`src/hdl/slotted_page_record_store_top_defines.svh`:
```
// Assertion macros for the slotted page record store.
// Included by files that carry concurrent checks; depends on nothing.
`ifndef SLOTTED_PAGE_RECORD_STORE_TOP_DEFINES_SVH
`define SLOTTED_PAGE_RECORD_STORE_TOP_DEFINES_SVH

// same-cycle implication, gated off in reset
`define SPR_ASSERT_IMPL(lbl, clk, rst, ante, cons) \
   lbl: assert property (@(posedge clk) disable iff (rst) (ante) |-> (cons)) \
      else $error("spr check failed");

// next-cycle implication, gated off in reset
`define SPR_ASSERT_NEXT(lbl, clk, rst, ante, cons) \
   lbl: assert property (@(posedge clk) disable iff (rst) (ante) |=> (cons)) \
      else $error("spr check failed");

`endif

```
`src/hdl/spr_fifo.sv`:
```
// Small register FIFO used for the command and result queues.
// No dependencies.
module spr_fifo #(
   parameter int WIDTH = 8,
   parameter int DEPTH = 2
) (
   input  logic             clock,
   input  logic             reset,
   input  logic             push,
   input  logic [WIDTH-1:0] wdata,
   output logic             full,
   input  logic             pop,
   output logic [WIDTH-1:0] rdata,
   output logic             empty
);

   localparam int PW = (DEPTH > 1) ? $clog2(DEPTH) : 1;
   localparam int CW = $clog2(DEPTH + 1);

   logic [WIDTH-1:0] entry_ff [DEPTH];
   logic [PW-1:0]    wr_ff, wr_in, rd_ff, rd_in;
   logic [CW-1:0]    cnt_ff, cnt_in;
   logic             do_push, do_pop;

   assign full    = (cnt_ff == CW'(DEPTH));
   assign empty   = (cnt_ff == '0);
   assign do_push = push && !full;
   assign do_pop  = pop && !empty;
   assign rdata   = entry_ff[rd_ff];

   always_comb begin
      wr_in  = wr_ff;
      rd_in  = rd_ff;
      cnt_in = cnt_ff;
      if (do_push) begin
         wr_in = (wr_ff == PW'(DEPTH - 1)) ? '0 : wr_ff + 1'b1;
      end
      if (do_pop) begin
         rd_in = (rd_ff == PW'(DEPTH - 1)) ? '0 : rd_ff + 1'b1;
      end
      if (do_push && !do_pop) begin
         cnt_in = cnt_ff + 1'b1;
      end else if (do_pop && !do_push) begin
         cnt_in = cnt_ff - 1'b1;
      end
   end

   always_ff @(posedge clock) begin
      if (reset) begin
         wr_ff  <= '0;
         rd_ff  <= '0;
         cnt_ff <= '0;
      end else begin
         wr_ff  <= wr_in;
         rd_ff  <= rd_in;
         cnt_ff <= cnt_in;
      end
      if (do_push) begin
         entry_ff[wr_ff] <= wdata;
      end
   end

endmodule

```
`config.mk`:
```
export PLATFORM = sky130hd
export DESIGN_NAME = spr_fifo
export DESIGN_NICKNAME = d
export VERILOG_FILES = /design/src/hdl/slotted_page_record_store_top_defines.svh /design/src/hdl/spr_fifo.sv
export SDC_FILE = /design/constraint.sdc
export NUM_CORES = 1
export LEC_CHECK = 0
export BUFFER_PORTS_ARGS = -buffer_cell sky130_fd_sc_hd__buf_4
export CAP_MARGIN = 20
export CORE_MARGIN = 2
export CORE_UTILIZATION = 52
export CTS_CLUSTER_SIZE = 20
export DETAILED_ROUTE_END_ITERATION = 8
export GPL_ROUTABILITY_DRIVEN = 0
export PLACE_DENSITY_LB_ADDON = 0.1
export REMOVE_ABC_BUFFERS = 1
export SYNTH_ARGS = -nofsm -noshare
export SYNTH_HDL_FRONTEND = slang
export SYNTH_SLANG_ARGS = --single-unit
```
`constraint.sdc`:
```
create_clock -name clock -period 4.14 [get_ports clock]
set_clock_uncertainty 0.1 [all_clocks]
set_input_delay 0.621 -clock clock [delete_from_list [all_inputs] [get_ports clock]]
set_output_delay 0.621 -clock clock [all_outputs]
set_load 0.02 [all_outputs]
```
==> metrics.cfg <==
[clock_network]
cts_buffers = 3
clock-sinks = 21
cts-root-buf = clkbuf_4
cts_tree = built
ctsHoldBuffers = 0
path_clk_slew_ps = 110
htree_num_levels = 1
clock_latency_ps = 290
post_cts_buffers = 0
cts-resized-gates = 0
cts_max_path_buffers = 2

[power_and_ir_drop]
power_density_nw_per_um2 = 612.4
max-vdd-ir-drop_mv = 0.3758
p_leak_nw = 0.3958

[routing]
drt_pass1_iterations = 2
wire_per_inst_microns = 12.76
drcViolationCount = 0
antenna_left = 0
drt_iter0_drc = 4
routed_wl_microns = 1148
vias_per_cell = 5.089
num_vias = 458

[setup_path]
cp_data_required_time_ps = 3420
reg2reg_setup_slack_ps = 2430
crit_arrival_ps = 1370
cp_max_fo = 8
start_kind = flop
ff2ff_path_depth = 5
cp-end-kind = primary output
critical_path_class = flop to primary output

[die]
fp.dieArea_sq_um = 1854
die_w_microns = 43.06
core_sq_um = 1471
ios = 22
die_h_microns = 43.06
rows = 14
initial_utilization = 0.5391

[global_routing]
antenna_found_initial = 0
grt.total_usage = 0.1370
grt_max_degree = 12
grt_pass1_wl_microns = 1821
grt_pass1_vias = 429
overflow = 0

[cells_and_area]
antenna_cells = 0
final_nets = 88
postLayoutCoreUtil = 0.6743
area_growth_pct = 25.08
layout-drive-gt1-share = 0.4459

[sta]
slew_headroom = 0.7600
rsz0062_at_grt = false
hold_viol_final = 0
finalSetupTns_ps = 0
setup-violations-final = 0
slew_viol_final = 0
fin_crit_sh = 0.5055
worst_slew_pin_slew_ps = 360.0
fmax_mhz = 477.8
period_needed_ps = 2093

[synth]
synth_seq_cells = 21
synth.area.top_cells = edfxtp_1, dfxtp_1, mux2_2
yosysWarnings = 0
synth_top_area_frac = 0.6057
ys_types = 13
ys_async_sr_fraction = 0
ys.flop_type = edfxtp_1
synth-edff-count = 16
netlist_area_sq_um = 793.3
yosysMostFrequentCell = edfxtp_1
syn_area_per_cell_sq_um = 15.87
syn_inst = 50
synth_seq_area_share = 0.7319
yosys-top-cells-count = edfxtp_1, mux2_2, dfxtp_1, nor2_1
yosys.area.top_type = edfxtp_1

[hold_path]
hold_path_depth = 1
hp-class = input pin to flop

[placed_design]
port_buffers = 21
dp_hpwl_microns = 848.2

[run]
cap_viol_max_count = 0

[outcome]
status = finished clean

## cell families after synthesis
| group | count (synthesis) | synth area share |
|---|---|---|
| DFF | 21 | 0.7319 |
| and+or+nand+nor | 9 | 0.05837 |
| muxes | 8 | 0.1136 |
| AOI/OAI and AO/OA | 5 | 0.03154 |
| xor gates and xnor gates | 3 | 0.03313 |
| buffers and inverters | 3 | 0.01577 |
| adders and majority gates | 1 | 0.01577 |
## metrics by stage
step | cell area, sq um | power (W) | std cells | hold slack (ps) | worst slack (ps)
2_1_floorplan | 788.3 | 0.0004364 | 49 | 351.6 | 2419
3_3_place_gp | 965.9 | 0.0005152 | 86 | 365.9 | 2318
3_5_place_dp | 965.9 | 0.0005204 | 86 | 396.0 | 2220
4_1_cts | 992.2 | 0.0006125 | 90 | 400.6 | 2025
5_1_grt | 992.2 | 0.0006384 | 90 | 391.1 | 1993
6_report | 992.2 | 0.0006076 | 90 | 402.2 | 2047
## cells in the final DEF (no fill, tap or decap), drive strengths merged, types with 2 or more instances in the layout
cell type	count
dfxtp	5
nor2	5
mux2	8
buf	21
edfxtp	16
a21oi	2
or3	2
clkbuf	4
inv	2
o21ai	3
xor2	3
## final timing paths
kind / start / end
worst min register to register: wr_ff$_SDFFE_PP0N_ / wr_ff$_SDFFE_PP0N_
worst max register to register: cnt_ff[1]$_SDFFE_PP0P_ / cnt_ff[1]$_SDFFE_PP0P_
worst min-delay path: wdata[4] / entry_ff[1][4]$_DFFE_PP_
worst max-delay path: flop / rdata[7]
## worst max-delay path: stages, from the launching register on
cell	delay (ps)
dfxtp_1	540
mux2_2	380
buf_4	160
## layer usage
metal	global-route usage	up-vias	part of all wire	wire (microns)
met4	0.05455	0	0.0096	11
met5	0	-	0	0
li1	-	228	-	-
met3	0.02553	2	0.035	40
met2	0.2424	12	0.53	609
met1	0.1637	216	0.42	487
## where the power goes
| part | switching (W) | internal, W | total (W) |
|---|---|---|---|
| clock | 0.0000561 | 0.0000375 | 0.0000935 |
| combinational | 0.000112 | 0.000105 | 0.000218 |
| sequential | 0.0000275 | 0.000269 | 0.000296 |
| total | 0.000196 | 0.000412 | 0.000608 |
## cell type report
class,count,area [sq um]
sequential,21,580.6
multi-input combinational,26,200.2
timing repair buffer,21,157.7
tap,16,20.02
clock buffer,4,26.28
inverter,2,7.507
fill,107,479.2
## registers in the layout, summed over array words and instances, names as in the netlist, named ones only
register  flops
wr_ff         1
cnt_ff        2
rd_ff         1
entry_ff     16
(Power assumes the default switching activity.)
