[src/hdl/slotted_page_record_store_top_defines.svh]
// Assertion macros for the slotted page record store.
// Included by files that carry concurrent checks; depends on nothing.
`ifndef SLOTTED_PAGE_RECORD_STORE_TOP_DEFINES_SVH
`define SLOTTED_PAGE_RECORD_STORE_TOP_DEFINES_SVH

// same-cycle implication, gated off in reset
`define SPR_ASSERT_IMPL(lbl, clk, rst, ante, cons) \
   lbl: assert property (@(posedge clk) disable iff (rst) (ante) |-> (cons)) \
      else $error("spr check failed");

// next-cycle implication, gated off in reset
`define SPR_ASSERT_NEXT(lbl, clk, rst, ante, cons) \
   lbl: assert property (@(posedge clk) disable iff (rst) (ante) |=> (cons)) \
      else $error("spr check failed");

`endif

[src/hdl/spr_pkg.sv]
// Shared types, codes and default sizes of the slotted page record store.
// No dependencies.
package spr_pkg;

   localparam int PAGE_BYTES_DEF   = 4096;
   localparam int MAX_SLOTS_DEF    = 1024;
   localparam int HEADER_BYTES_DEF = 16;
   localparam int SLOT_BYTES_DEF   = 3;
   localparam int MAX_RECORD       = 255;
   localparam int QUEUE_DEPTH      = 2;

   localparam logic [1:0] OP_FORMAT = 2'd0;
   localparam logic [1:0] OP_ADD    = 2'd1;
   localparam logic [1:0] OP_REMOVE = 2'd2;
   localparam logic [1:0] OP_READ   = 2'd3;

   localparam logic [1:0] ST_OK       = 2'd0;
   localparam logic [1:0] ST_BAD_REC  = 2'd1;
   localparam logic [1:0] ST_FULL     = 2'd2;
   localparam logic [1:0] ST_TOO_LONG = 2'd3;

   typedef struct packed {
      logic [1:0] op;
      logic [7:0] data_byte;
      logic       eor;
      logic [9:0] rec;
      logic       rec_zero;
   } cmd_type;

   typedef struct packed {
      logic [1:0]  status;
      logic [9:0]  record_count;
      logic [12:0] free_data_top;
      logic [63:0] read_word;
      logic [3:0]  read_bytes;
      logic        last_result;
   } rsp_type;

endpackage

[src/hdl/spr_fifo.sv]
// Small register FIFO used for the command and result queues.
// No dependencies.
module spr_fifo #(
   parameter int WIDTH = 8,
   parameter int DEPTH = 2
) (
   input  logic             clock,
   input  logic             reset,
   input  logic             push,
   input  logic [WIDTH-1:0] wdata,
   output logic             full,
   input  logic             pop,
   output logic [WIDTH-1:0] rdata,
   output logic             empty
);

   localparam int PW = (DEPTH > 1) ? $clog2(DEPTH) : 1;
   localparam int CW = $clog2(DEPTH + 1);

   logic [WIDTH-1:0] entry_ff [DEPTH];
   logic [PW-1:0]    wr_ff, wr_in, rd_ff, rd_in;
   logic [CW-1:0]    cnt_ff, cnt_in;
   logic             do_push, do_pop;

   assign full    = (cnt_ff == CW'(DEPTH));
   assign empty   = (cnt_ff == '0);
   assign do_push = push && !full;
   assign do_pop  = pop && !empty;
   assign rdata   = entry_ff[rd_ff];

   always_comb begin
      wr_in  = wr_ff;
      rd_in  = rd_ff;
      cnt_in = cnt_ff;
      if (do_push) begin
         wr_in = (wr_ff == PW'(DEPTH - 1)) ? '0 : wr_ff + 1'b1;
      end
      if (do_pop) begin
         rd_in = (rd_ff == PW'(DEPTH - 1)) ? '0 : rd_ff + 1'b1;
      end
      if (do_push && !do_pop) begin
         cnt_in = cnt_ff + 1'b1;
      end else if (do_pop && !do_push) begin
         cnt_in = cnt_ff - 1'b1;
      end
   end

   always_ff @(posedge clock) begin
      if (reset) begin
         wr_ff  <= '0;
         rd_ff  <= '0;
         cnt_ff <= '0;
      end else begin
         wr_ff  <= wr_in;
         rd_ff  <= rd_in;
         cnt_ff <= cnt_in;
      end
      if (do_push) begin
         entry_ff[wr_ff] <= wdata;
      end
   end

endmodule

[src/hdl/spr_front.sv]
// Front end: takes request words, decodes them and queues them for the back end.
// Depends on spr_pkg and spr_fifo.
module spr_front (
   input  logic             clock,
   input  logic             reset,
   input  logic             push,
   output logic             full,
   input  logic [1:0]       req_command,
   input  logic [7:0]       req_data_byte,
   input  logic             req_end_of_record,
   input  logic [9:0]       req_record_number,
   input  logic             cmd_pop,
   output spr_pkg::cmd_type cmd_head,
   output logic             cmd_empty
);

   spr_pkg::cmd_type cmd_new;
   logic [$bits(spr_pkg::cmd_type)-1:0] head_vec;

   always_comb begin
      cmd_new           = '0;
      cmd_new.op        = req_command;
      cmd_new.rec       = req_record_number;
      cmd_new.rec_zero  = (req_record_number == '0);
      unique case (req_command)
         spr_pkg::OP_ADD: begin
            cmd_new.data_byte = req_data_byte;
            cmd_new.eor       = req_end_of_record;
         end
         default: begin
            cmd_new.data_byte = '0;
            cmd_new.eor       = 1'b0;
         end
      endcase
   end

   spr_fifo #(
      .WIDTH($bits(spr_pkg::cmd_type)),
      .DEPTH(spr_pkg::QUEUE_DEPTH)
   ) u_cmdq (
      .clock(clock),
      .reset(reset),
      .push (push),
      .wdata(cmd_new),
      .full (full),
      .pop  (cmd_pop),
      .rdata(head_vec),
      .empty(cmd_empty)
   );

   assign cmd_head = spr_pkg::cmd_type'(head_vec);

endmodule

[config.mk]
export PLATFORM = sky130hd
export DESIGN_NAME = spr_front
export DESIGN_NICKNAME = d
export VERILOG_FILES = /design/src/hdl/slotted_page_record_store_top_defines.svh /design/src/hdl/spr_pkg.sv /design/src/hdl/spr_fifo.sv /design/src/hdl/spr_front.sv
export SDC_FILE = /design/constraint.sdc
export NUM_CORES = 1
export LEC_CHECK = 0
export BUFFER_PORTS_ARGS = -buffer_cell sky130_fd_sc_hd__buf_2
export CAP_MARGIN = 15
export CORE_ASPECT_RATIO = 2
export CORE_UTILIZATION = 24
export DETAILED_ROUTE_END_ITERATION = 16
export GPL_TIMING_DRIVEN = 0
export PLACE_DENSITY = 0.48
export SETUP_SLACK_MARGIN = 0.15
export SLEW_MARGIN = 20
export SYNTH_ARGS = -nofsm -noshare
export SYNTH_HDL_FRONTEND = slang
export SYNTH_HIERARCHICAL = 1
export SYNTH_SLANG_ARGS = --single-unit
[constraint.sdc]
create_clock -name clock -period 1.55 [get_ports clock]
set_input_delay 0.0775 -clock clock [delete_from_list [all_inputs] [get_ports clock]]
set_output_delay 0.0775 -clock clock [all_outputs]
set_load 0.02 [all_outputs]
==> qor.csv, run 1 <==
stage,metric,value,unit
floorplan,die-width,64.8,um
drt,antenna_left,0,
placement,postPlaceCellArea,2270,um2
pwr,irDropWorstVdd,0.000928,V
clock_tree,clkTransAtPathRegs,60,ps
logic_synthesis,netlist_area,1890,um2
critical_path,cpPeakStageDelay,360,ps
layout,area_growth_syn_to_layout,51.4,%
floorplan,core_area,7600,um2
timing,max_freq,683,MHz
pwr,powerDensity,1630,nW/um2
timing,finalCritPeriodShare,0.945,
pwr,p_leak,0.00109,uW
clock_tree,clock_path_buffers,2,
layout,nets,209,
timing,slew_headroom,0.768,
logic_synthesis,ys_ff_latch,49,
drt,routedWlPerCell,14.5,um
critical_path,critPathLaunchType,flop,
drt,wirelength,4.03,mm
clock_tree,cts_buffers,5,
critical_path,worstPathCellList,nor2b_4 -> nor2_4 -> ha_4 -> xor2_2 -> or3_1 -> a21oi_2,
global_routing,grt_pass1_wl,6.05,mm
timing,min_period,1470,ps
layout,layout.cells.non_filler,278,
critical_path,cp-end-kind,flop,
timing,finClkSkew,4.32,ps
global_routing,grt_max_degree,23,
logic_synthesis,ys_seq_area_frac,0.752,
timing,slew_violations,0,
critical_path,cp_max_fo,4,
logic_synthesis,synth_top_area_frac,0.699,
placement,dp_hpwl,2.56,mm
floorplan,initial_utilization,0.249,
logic_synthesis,synth_warnings,6,
placement,numPlacedInstances,248,
layout,final_common_cell,edfxtp_1,
drt,dr.pass1.iters,4,
logic_synthesis,syn_inst,106,
logic_synthesis,ys_top_cells_by_area,"edfxtp_1 70%, mux2_2 13%, dfxtp_1 5.3%",
layout,antennaDiodeCount,0,
floorplan,fp-row-count,45,
drt,vias,1155,
floorplan,die_h,128,um
layout,final_util,0.376,
status,status,"complete, no violations",
critical_path,crit_family,simple AND/OR/NAND/NOR gates,
logic_synthesis,syn_nets,132,
drt,first_iter_violations,27,
layout,layout_common_cells,"44 x edfxtp_1, 37 x buf_2, 11 x buf_6, 11 x mux2_4, 11 x mux2_2",
drt,drc_errors,0,
global_routing,grt_pass1_vias,1274,
run,cap_violations,0,
layout,fin_area,2860,um2
global_routing,grt_use_total,0.104,
floorplan,io_pins,49,
logic_synthesis,syn_avg_cell_area,17.8,um2
clock_tree,htree_levels,2,
timing,setup_violations,0,
critical_path,crit_arrival,1680,ps
global_routing,gr-total-overflow,0,
placement,place_congestion,0.659,
logic_synthesis,yosys.area.top_type,edfxtp_1,
clock_tree,cts_tree,done,
critical_path,cp_slowest_cell,dfxtp_2,
timing,hold_viol,0,
clock_tree,worst_skew_pair.late_latency,290,ps
clock_tree,cts_root_buf,clkbuf_16,
global_routing,antenna_found_initial,0,
worst_hold_path,hold_class,primary input to flop,
critical_path,critPathRequiredTime,1770,ps
critical_path,critPathKind,flop to flop,
timing,tightest_slew,346,ps
floorplan,die_area,8260,um2
clock_tree,cts.sinks,49,
layout,drive_above_1_share,0.587,
logic_synthesis,synth.distinct_cells,17,
timing,rsz0062_at_grt,true,
drt,viasPerCell,4.15,
placement,port_buffers,48,
critical_path,timing.critical_path.buf_inv,0,
cell usage after synthesis:
library cell,n
a21oi_1,2
ha_1,1
edfxtp_1,44
o21ai_0,3
mux2_2,22
or4_1,1
nor2b_1,1
dfxtp_1,5
inv_1,2
and2_1,10
xor2_1,3
nor2_1,5
or4_4,1
nor4_2,1
buf_2,2
or3_1,2
nor2b_2,1
flip-flops by register name (all words and copies together) (netlist names), named ones only:
| signal | count |
|---|---|
| u_cmdq/cnt_ff | 2 |
| u_cmdq/entry_ff | 44 |
| u_cmdq/wr_ff | 1 |
| u_cmdq/rd_ff | 1 |
where the power goes:
part / internal, uW / switching [uW] / total [uW]
logic: 991 / 842 / 1830
clock network: 591 / 443 / 1030
registers: 1690 / 108 / 1790
total: 3270 / 1390 / 4660
what timing repair did:
item,CTS,global route
setup endpoints to repair,65,44
pin swaps,2,0
hold endpoints to repair,19,0
resized for setup,36,23
hold buffers,10,0
gates cloned,3,0
setup buffers,7,2
path summary, 6_finish.rpt:
check	start	end	slack (ps)	cells after the start
worst max-delay path	u_cmdq/cnt_ff[1]$_SDFFE_PP0P_	u_cmdq/cnt_ff[1]$_SDFFE_PP0P_	80	6
worst min-delay path	req_record_number[7]	u_cmdq/entry_ff[1][8]$_DFFE_PP_	20	1
worst max register to register	u_cmdq/cnt_ff[1]$_SDFFE_PP0P_	u_cmdq/cnt_ff[1]$_SDFFE_PP0P_	80	6
worst min register to register	u_cmdq/wr_ff$_SDFFE_PP0P_	u_cmdq/wr_ff$_SDFFE_PP0P_	500	2
routing by layer:
layer	routed length, um	vias up	track usage
met1	1300	566	0.0891
met4	101	0	0.0627
met5	0	-	0
met2	2460	35	0.202
met3	170	6	0.0295
li1	-	548	-
stage by stage:
| step | total power, uW | setup TNS (ps) | hold slack (ps) | setup WS, ps |
|---|---|---|---|---|
| 4_1_cts | 4540 | 0 | 2.04 | 47.8 |
| 3_3_place_gp | 2950 | -518 | 284 | -25.0 |
| 5_1_grt | 4890 | 0 | 4.08 | 24.3 |
| 6_report | 4660 | 0 | 19.2 | 85.0 |
| 2_1_floorplan | 2600 | 0 | 139 | 100 |
| 3_5_place_dp | 2990 | -1600 | 286 | -69.5 |
area by class of cell:
type,instances,area [um2]
plain buffers,2,35.0
clock inverters,3,17.5
flip-flops and latches,49,1430
repair buffers,68,554
inverters,2,11.3
well taps,94,118
fillers,743,4740
clock buffers,5,125
multi-input cells,53,556
repair inverters,2,15.0
cell families (layout without fill, tap and decap cells):
| logic type | after synthesis | in the layout | synth area share |
|---|---|---|---|
| xor+xnor | 3 | 3 | 0.0139 |
| fa+ha+maj | 1 | 1 | 0.00662 |
| buf+inv | 4 | 82 | 0.00927 |
| compound gates | 5 | 5 | 0.0132 |
| simple gates | 22 | 22 | 0.0741 |
| flops | 49 | 49 | 0.752 |
| mux | 22 | 22 | 0.131 |
Power figures use the tool's default switching activity.
==> inputs of run 2 (changes only) <==
- ABC_AREA: unset -> 1
- CTS_CLUSTER_DIAMETER: unset -> 80
==> run 2 against run 1 <==
Synthesized cell count is 25% higher; wire length is 7.3% higher; cell count is 12% higher; count of clock-buffer cells in the layout is 2 higher; sequential power hardly changed; via count is 11% higher; power is 2.2% higher; clock skew is 1.6 ps higher; fmax is 0.87% higher; largest power group unchanged.
==> qor.csv, run 2 <==
stage,metric,value,unit,change
layout,layout_common_cells,"44 x edfxtp_1, 27 x buf_2, 22 x buf_6",,
clock_tree,htree_levels,2,,unchanged
logic_synthesis,synthMostInstantiatedCell,edfxtp_1,,
layout,largest_reg_flops,44,,unchanged
clock_tree,cts_tree,done,,
timing,layout_setup_ws,97.6,ps,+12.6 ps
logic_synthesis,netlist_area,1950,um2,+3.3%
layout,area_growth_syn_to_layout,56.9,%,
drt,wirelength,4.33,mm,+7.3%
layout,final_util,0.389,,+0.0121
critical_path,cp_max_fo,5,,+1
critical_path,reg2regPathDepth,6,,unchanged
floorplan,die-width,65.8,um,+1.6%
timing,slew_headroom,0.742,,-0.0260
critical_path,critPathRequiredTime,1470,ps,-300 ps
logic_synthesis,yosys.area.top_type,edfxtp_1,,
clock_tree,cts.sinks,49,,unchanged
critical_path,critPathKind,flop to output pin,,
drt,first_iter_violations,33,,+22%
floorplan,core_area,7890,um2,+3.7%
worst_hold_path,hold_end,u_cmdq/entry_ff[1][20]$_DFFE_PP_,,
timing,setup_violations,0,,unchanged
critical_path,cp-end-kind,output pin,,
floorplan,initial_utilization,0.248,,-0.00103
critical_path,reg2reg_to,u_cmdq/entry_ff[1][12]$_DFFE_PP_,,
logic_synthesis,yosys_most_used_dff,edfxtp_1,,
logic_synthesis,synth_common_cells,"44 x edfxtp_1, 24 x nor2_1, 22 x mux2_2, 16 x inv_1, 5 x dfxtp_1",,
drt,vias,1282,,+11%
timing,hold_viol,0,,unchanged
placement,dp_hpwl,2.65,mm,+3.7%
layout,largest_register,u_cmdq/entry_ff,,
global_routing,grt_pass1_wl,6.72,mm,+11%
global_routing,grt_use_total,0.113,,+0.00853
critical_path,critPathLaunchType,flop,,
worst_hold_path,hold_class,primary input to flop,,
clock_tree,cts_buffers,5,,unchanged
floorplan,die_h,130,um,+1.6%
layout,fin_area,3060,um2,+7.1%
logic_synthesis,synth-edff-count,44,,unchanged
worst_hold_path,whs_path_depth,1,,unchanged
clock_tree,worst_skew_pair.late_latency,280,ps,about the same
placement,place_ws,-103,ps,-33.9 ps
run,cap_violations,0,,unchanged
drt,antenna_left,0,,unchanged
placement,place_congestion,0.648,,-1.7%
layout,top_regs,"u_cmdq/entry_ff x44, u_cmdq/cnt_ff x2",,
floorplan,io_pins,49,,unchanged
timing,min_period,1450,ps,-12.6 ps
drt,viasPerCell,4.12,,-0.78%
timing,rsz0062_at_grt,true,,
layout,nets,240,,+15%
placement,port_buffers,48,,unchanged
timing,finalCritPeriodShare,0.937,,-0.00811
logic_synthesis,synth_warnings,6,,unchanged
critical_path,reg2reg_from,u_cmdq/cnt_ff[1]$_SDFFE_PP0P_,,
pwr,irDropWorstVdd,0.000985,V,+6.1%
global_routing,antenna_found_initial,0,,unchanged
floorplan,fp-row-count,46,,+2.2%
layout,drive_above_1_share,0.512,,-0.0753
logic_synthesis,ys_seq_area_frac,0.728,,-0.0241
logic_synthesis,syn_avg_cell_area,14.7,um2,-18%
pwr,powerDensity,1550,nW/um2,-4.6%
global_routing,grt_max_degree,15,,-35%
placement,postPlaceCellArea,2330,um2,+2.8%
logic_synthesis,synth_top_area_frac,0.676,,-0.0224
logic_synthesis,ys_ff_latch,49,,unchanged
global_routing,gr-total-overflow,0,,unchanged
layout,antennaDiodeCount,0,,unchanged
timing,max_freq,688,MHz,+0.87%
timing,setup-tns-final,0,ps,unchanged
layout,final_common_cell,edfxtp_1,,
logic_synthesis,syn_nets,159,,+20%
timing,tightest_slew,385,ps,+39.7 ps
status,status,"complete, no violations",,
timing,slew_violations,0,,unchanged
critical_path,worstPathCellList,buf_12 -> buf_8 -> mux2_4 -> buf_6,,
critical_path,crit_arrival,1370,ps,-310 ps
clock_tree,clkTransAtPathRegs,60,ps,about the same
logic_synthesis,ys_top_cells_by_area,"edfxtp_1 68%, mux2_2 13%, dfxtp_1 5.1%",,
drt,dr.pass1.iters,4,,unchanged
worst_hold_path,min_from,req_command[0],,
critical_path,cpPeakStageDelay,400,ps,+40 ps
logic_synthesis,synth.distinct_cells,17,,unchanged
drt,routedWlPerCell,13.9,um,-4.1%
logic_synthesis,async_flop_share,0,,unchanged
logic_synthesis,syn_inst,133,,+25%
floorplan,die_area,8520,um2,+3.2%
drt,drc_errors,0,,unchanged
critical_path,cp_slowest_cell,dfxtp_4,,
timing,finClkSkew,5.94,ps,+1.62 ps
pwr,p_leak,0.00125,uW,+15%
global_routing,grt_pass1_vias,1274,,unchanged
clock_tree,clock_path_buffers,2,,unchanged
clock_tree,cts_root_buf,clkbuf_16,,
critical_path,rrSetupSlack,210,ps,+130 ps
-- run 2: changes by cell type after synthesis, moves of 2 or more --
cell     change
or3_1        -2
and2_1       -9
nand2_2      +2
nand3_1      +2
buf_6        +2
buf_2        -2
nand2_1      +4
inv_1       +14
xor2_1       -3
nor2_1      +19
o21ai_2      +2
inv_2        +3
-- run 2: critical path, delay by kind of cell (launching register included) --
kind / cells / cell delay (ps)
mux: 1 / 310
buf+inv: 3 / 370
flops: 1 / 400
-- run 2: worst max path at each step --
| stage | from | endpoint | slack (ps) | cells past startpoint |
|---|---|---|---|---|
| after detailed placement | u_cmdq/cnt_ff[0]$_SDFFE_PP0P_ | u_cmdq/entry_ff[0][13]$_DFFE_PP_ | -100 | 2 |
| after CTS | flop | cmd_head[1] | 40 | 4 |
| after global placement | u_cmdq/cnt_ff[0]$_SDFFE_PP0P_ | u_cmdq/entry_ff[0][13]$_DFFE_PP_ | -500 | 2 |
| final | flop | cmd_head[6] | 100 | 4 |
| after global routing | flop | cmd_head[6] | 60 | 4 |
| after floorplan | u_cmdq/cnt_ff[0]$_SDFFE_PP0P_ | u_cmdq/entry_ff[0][0]$_DFFE_PP_ | 9 | 2 |
-- run 2: metrics by stage --
stage	cells	power (uW)	hold slack, ps
floorplan	133	2570	176
global route	311	5010	3.24
global placement	277	2930	283
finish	311	4760	12.4
detailed placement	277	2950	284
CTS	309	4780	2.74
-- run 2: layout make-up --
type | count | area, um2
buffer | 2 | 35.0
clock buffer | 7 | 133
clock inverter | 1 | 7.51
fill | 753 | 4820
inverter | 19 | 71.3
multi-input combinational | 65 | 584
sequential | 49 | 1430
tap | 96 | 120
timing repair buffer | 72 | 681
-- run 2: power by group --
part	internal (uW)	total (uW)	switching [uW]
Clock	599	1030	432
Combinational	1050	1930	877
Sequential	1700	1810	111
Total	3340	4760	1420
-- run 2: cell families (layout without fill, tap and decap cells) --
| kind of cell | after synthesis | after routing | share of synthesized area |
|---|---|---|---|
| DFF | 49 | 49 | 0.728 |
| and+or+nand+nor | 34 | 36 | 0.0718 |
| muxes | 22 | 22 | 0.127 |
| buffers and inverters | 21 | 101 | 0.0480 |
| AOI/OAI and AO/OA | 6 | 6 | 0.0192 |
| adders and majority gates | 1 | 1 | 0.00641 |
-- run 2: what timing repair did --
action / CTS / global route
buffers inserted: 11 / 2
gates resized for setup: 76 / 6
pin swaps: 4 / 2
gates cloned: 4 / 0
hold buffers: 9 / 0
endpoints found under the setup margin: 66 / 49
endpoints found under the hold margin: 18 / 0
-- run 2: layer usage --
layer / vias up / GRT usage / part of all wire
met5: - / 0 / 0
met4: 0 / 0.0499 / 0.020
met3: 5 / 0.0290 / 0.037
met2: 30 / 0.217 / 0.61
met1: 618 / 0.107 / 0.33
li1: 629 / - / -
==> inputs of run 3 (changes only) <==
- CORE_UTILIZATION: 24 -> 47
- CTS_CLUSTER_SIZE: unset -> 40
- PLACE_DENSITY: 0.48 -> 0.79
==> run 3 against run 2 <==
Wire length shrank 3.0%; final area shrank 7.8%; via count shrank 1.2%; fmax grew 0.54%; sequential power is essentially flat; clock skew grew 4.5 ps; clock power shrank 32%; critical path depth shrank 1; die area shrank 48%; sequential share of layout area grew 4.0 points; critical endpoint is now cmd_head[5]; highest routed layer unchanged.
==> qor.csv, run 3 (synthesis gave the netlist of run 2 again) <==
stage,metric,value,unit,change
status,status,"complete, no violations",,
layout,fillers,291,,-61%
pwr,p_leak,0.00118,uW,-5.8%
timing,rsz0062_at_grt,true,,
worst_hold_path,hold_class,primary input to flop,,
clock_tree,cts.sinks,49,,unchanged
timing,finClkSkew,10.5,ps,+4.52 ps
clock_tree,clock_path_buffers,2,,unchanged
timing,fin_hold_ws,9.95,ps,-2.44 ps
timing,max_freq,692,MHz,+0.54%
timing,setup_violations,0,,unchanged
drt,drc_errors,0,,unchanged
layout,area_growth_syn_to_layout,44.6,%,
clock_tree,cts_tree,done,,
floorplan,core_area,3920,um2,-50%
global_routing,antenna_found_initial,0,,unchanged
critical_path,critPathLaunchType,flop,,
pwr,irDropWorstVdd,0.00120,V,+22%
critical_path,worstPathCellList,clkbuf_16 -> mux2_4 -> buf_6,,
floorplan,initial_utilization,0.498,,+0.250
global_routing,met2_usage,0.365,,+0.148
run,cap_violations,0,,unchanged
layout,layout_common_cells,"44 x edfxtp_1, 27 x buf_2, 23 x buf_6",,
global_routing,gr-usage-met3,0.0425,,+0.0134
layout,seq_area,1430,um2,unchanged
global_routing,grt_use_total,0.194,,+0.0811
clock_tree,cts_root_buf,clkbuf_8,,
layout,multiInputGateArea,557,um2,-4.7%
critical_path,reg2reg_from,u_cmdq/cnt_ff[1]$_SDFFE_PP0P_,,
critical_path,crit_arrival,1370,ps,about the same
floorplan,die-width,47.6,um,-28%
clock_tree,worst_skew_pair.late_latency,300,ps,+20 ps
floorplan,die_area,4430,um2,-48%
timing,layout_setup_ws,105,ps,+7.77 ps
drt,first_iter_violations,44,,+33%
layout,drive_above_1_share,0.488,,-0.0237
drt,vias,1267,,-1.2%
critical_path,cp_slowest_cell,dfxtp_4,,
critical_path,critPathRequiredTime,1470,ps,about the same
timing,finalCritPeriodShare,0.932,,-0.00501
global_routing,grt_pass1_wl,5.86,mm,-13%
placement,dp_hpwl,2.47,mm,-6.9%
clock_tree,cts_buffers,5,,unchanged
global_routing,grt_busiest_layer,met2,,
placement,place_congestion,0.699,,+7.9%
critical_path,cpPeakStageDelay,450,ps,+50 ps
clock_tree,htree_levels,2,,unchanged
floorplan,fp-row-count,32,,-30%
timing,tightest_slew,659,ps,+274 ps
layout,top_regs,"u_cmdq/entry_ff x44, u_cmdq/cnt_ff x2",,
timing,slew_headroom,0.559,,-0.183
drt,antenna_left,0,,unchanged
drt,wirelength,4.20,mm,-3.0%
critical_path,cp-end-kind,output pin,,
timing,hold_viol,0,,unchanged
drt,routedWlPerCell,16.3,um,+17%
critical_path,critPathKind,flop to output pin,,
layout,largest_register,u_cmdq/entry_ff,,
timing,slew_violations,0,,unchanged
floorplan,io_pins,49,,unchanged
global_routing,gr-total-overflow,0,,unchanged
layout,final_common_cell,edfxtp_1,,
placement,place_ws,-349,ps,-246 ps
floorplan,die_h,93.2,um,-28%
layout,largest_reg_flops,44,,unchanged
layout,antennaDiodeCount,0,,unchanged
layout,nets,232,,-3.3%
clock_tree,clkTransAtPathRegs,80,ps,+20 ps
critical_path,timing.critical_path.buf_inv,2,,-1
drt,dr.pass1.iters,4,,unchanged
global_routing,grt_max_degree,23,,+8
critical_path,cp_max_fo,6,,+1
critical_path,crit_family,flip-flops,,
global_routing,gr-usage-met1,0.179,,+0.0726
worst_hold_path,min_from,req_command[0],,
pwr,powerDensity,1520,nW/um2,-2.1%
global_routing,grt_pass1_vias,1321,,+3.7%
placement,port_buffers,48,,unchanged
timing,min_period,1440,ps,-7.77 ps
drt,viasPerCell,4.91,,+19%
[run 3: changes by cell type in the layout (fill, tap and decap cells not counted), sizes merged]
| cell | before | now |
|---|---|---|
| dlygate4sd3 | 9 | 11 |
| clkinv | 0 | 2 |
| clkinvlp | 1 | 0 |
| nor2 | 26 | 24 |
| buf | 65 | 56 |
[run 3: what timing repair did]
item                                    CTS  global route
endpoints found under the hold margin    22             0
pin swaps                                 6             4
resized for setup                        28            55
gates cloned                              1             1
hold buffers                             11             0
endpoints found under the setup margin   66            67
buffers inserted                          4             1
[run 3: metrics by stage]
step	cell area, um2	cells	power, uW	TNS, ps	utilization
global placement	2260	232	2860	-11340	0.577
detailed placement	2260	232	2930	-15110	0.577
floorplan	1960	133	2570	0	-
global route	2820	258	4490	0	0.720
CTS	2610	256	3920	0	0.664
finish	2820	258	4300	0	0.720
[run 3: per-layer routing]
layer,up-vias,routed length [um]
met5,-,0
met4,0,116
met3,10,140
met2,39,2610
met1,612,1330
li1,606,-
[run 3: where the power goes]
part / switching [uW] / leakage, uW / internal [uW]
Combinational: 857 / 0.000676 / 922
Sequential: 123 / 0.000459 / 1700
Clock: 387 / 0.0000450 / 313
[run 3: worst register-to-register path, stage by stage (launching register included)]
cell and delay (ps):
dfxtp_4 370, inv_4 40, o21ai_4 220, buf_6 140, inv_4 30, ha_4 280
inv_4 40, nand4_1 90, nand2_1 70, nor2_1 90
[run 3: cell type report]
class	instances	share of cell area
Buffer	2	0.0106
Timing Repair Buffer	66	0.205
Sequential cell	49	0.507
Inverter	19	0.0279
Clock inverter	2	0.00354
Multi-Input combinational cell	63	0.197
Clock buffer	6	0.0257
Tap cell	51	0.0226
[run 3: worst paths after layout]
| check | depth (start not counted) | slack, ps | to |
|---|---|---|---|
| setup / recovery | 3 | 110 | cmd_head[5] |
| hold / removal | 1 | 10 | u_cmdq/entry_ff[1][20]$_DFFE_PP_ |
| setup reg to reg | 9 | 110 | u_cmdq/cnt_ff[1]$_SDFFE_PP0P_ |
| hold reg to reg | 2 | 570 | u_cmdq/wr_ff$_SDFFE_PP0P_ |
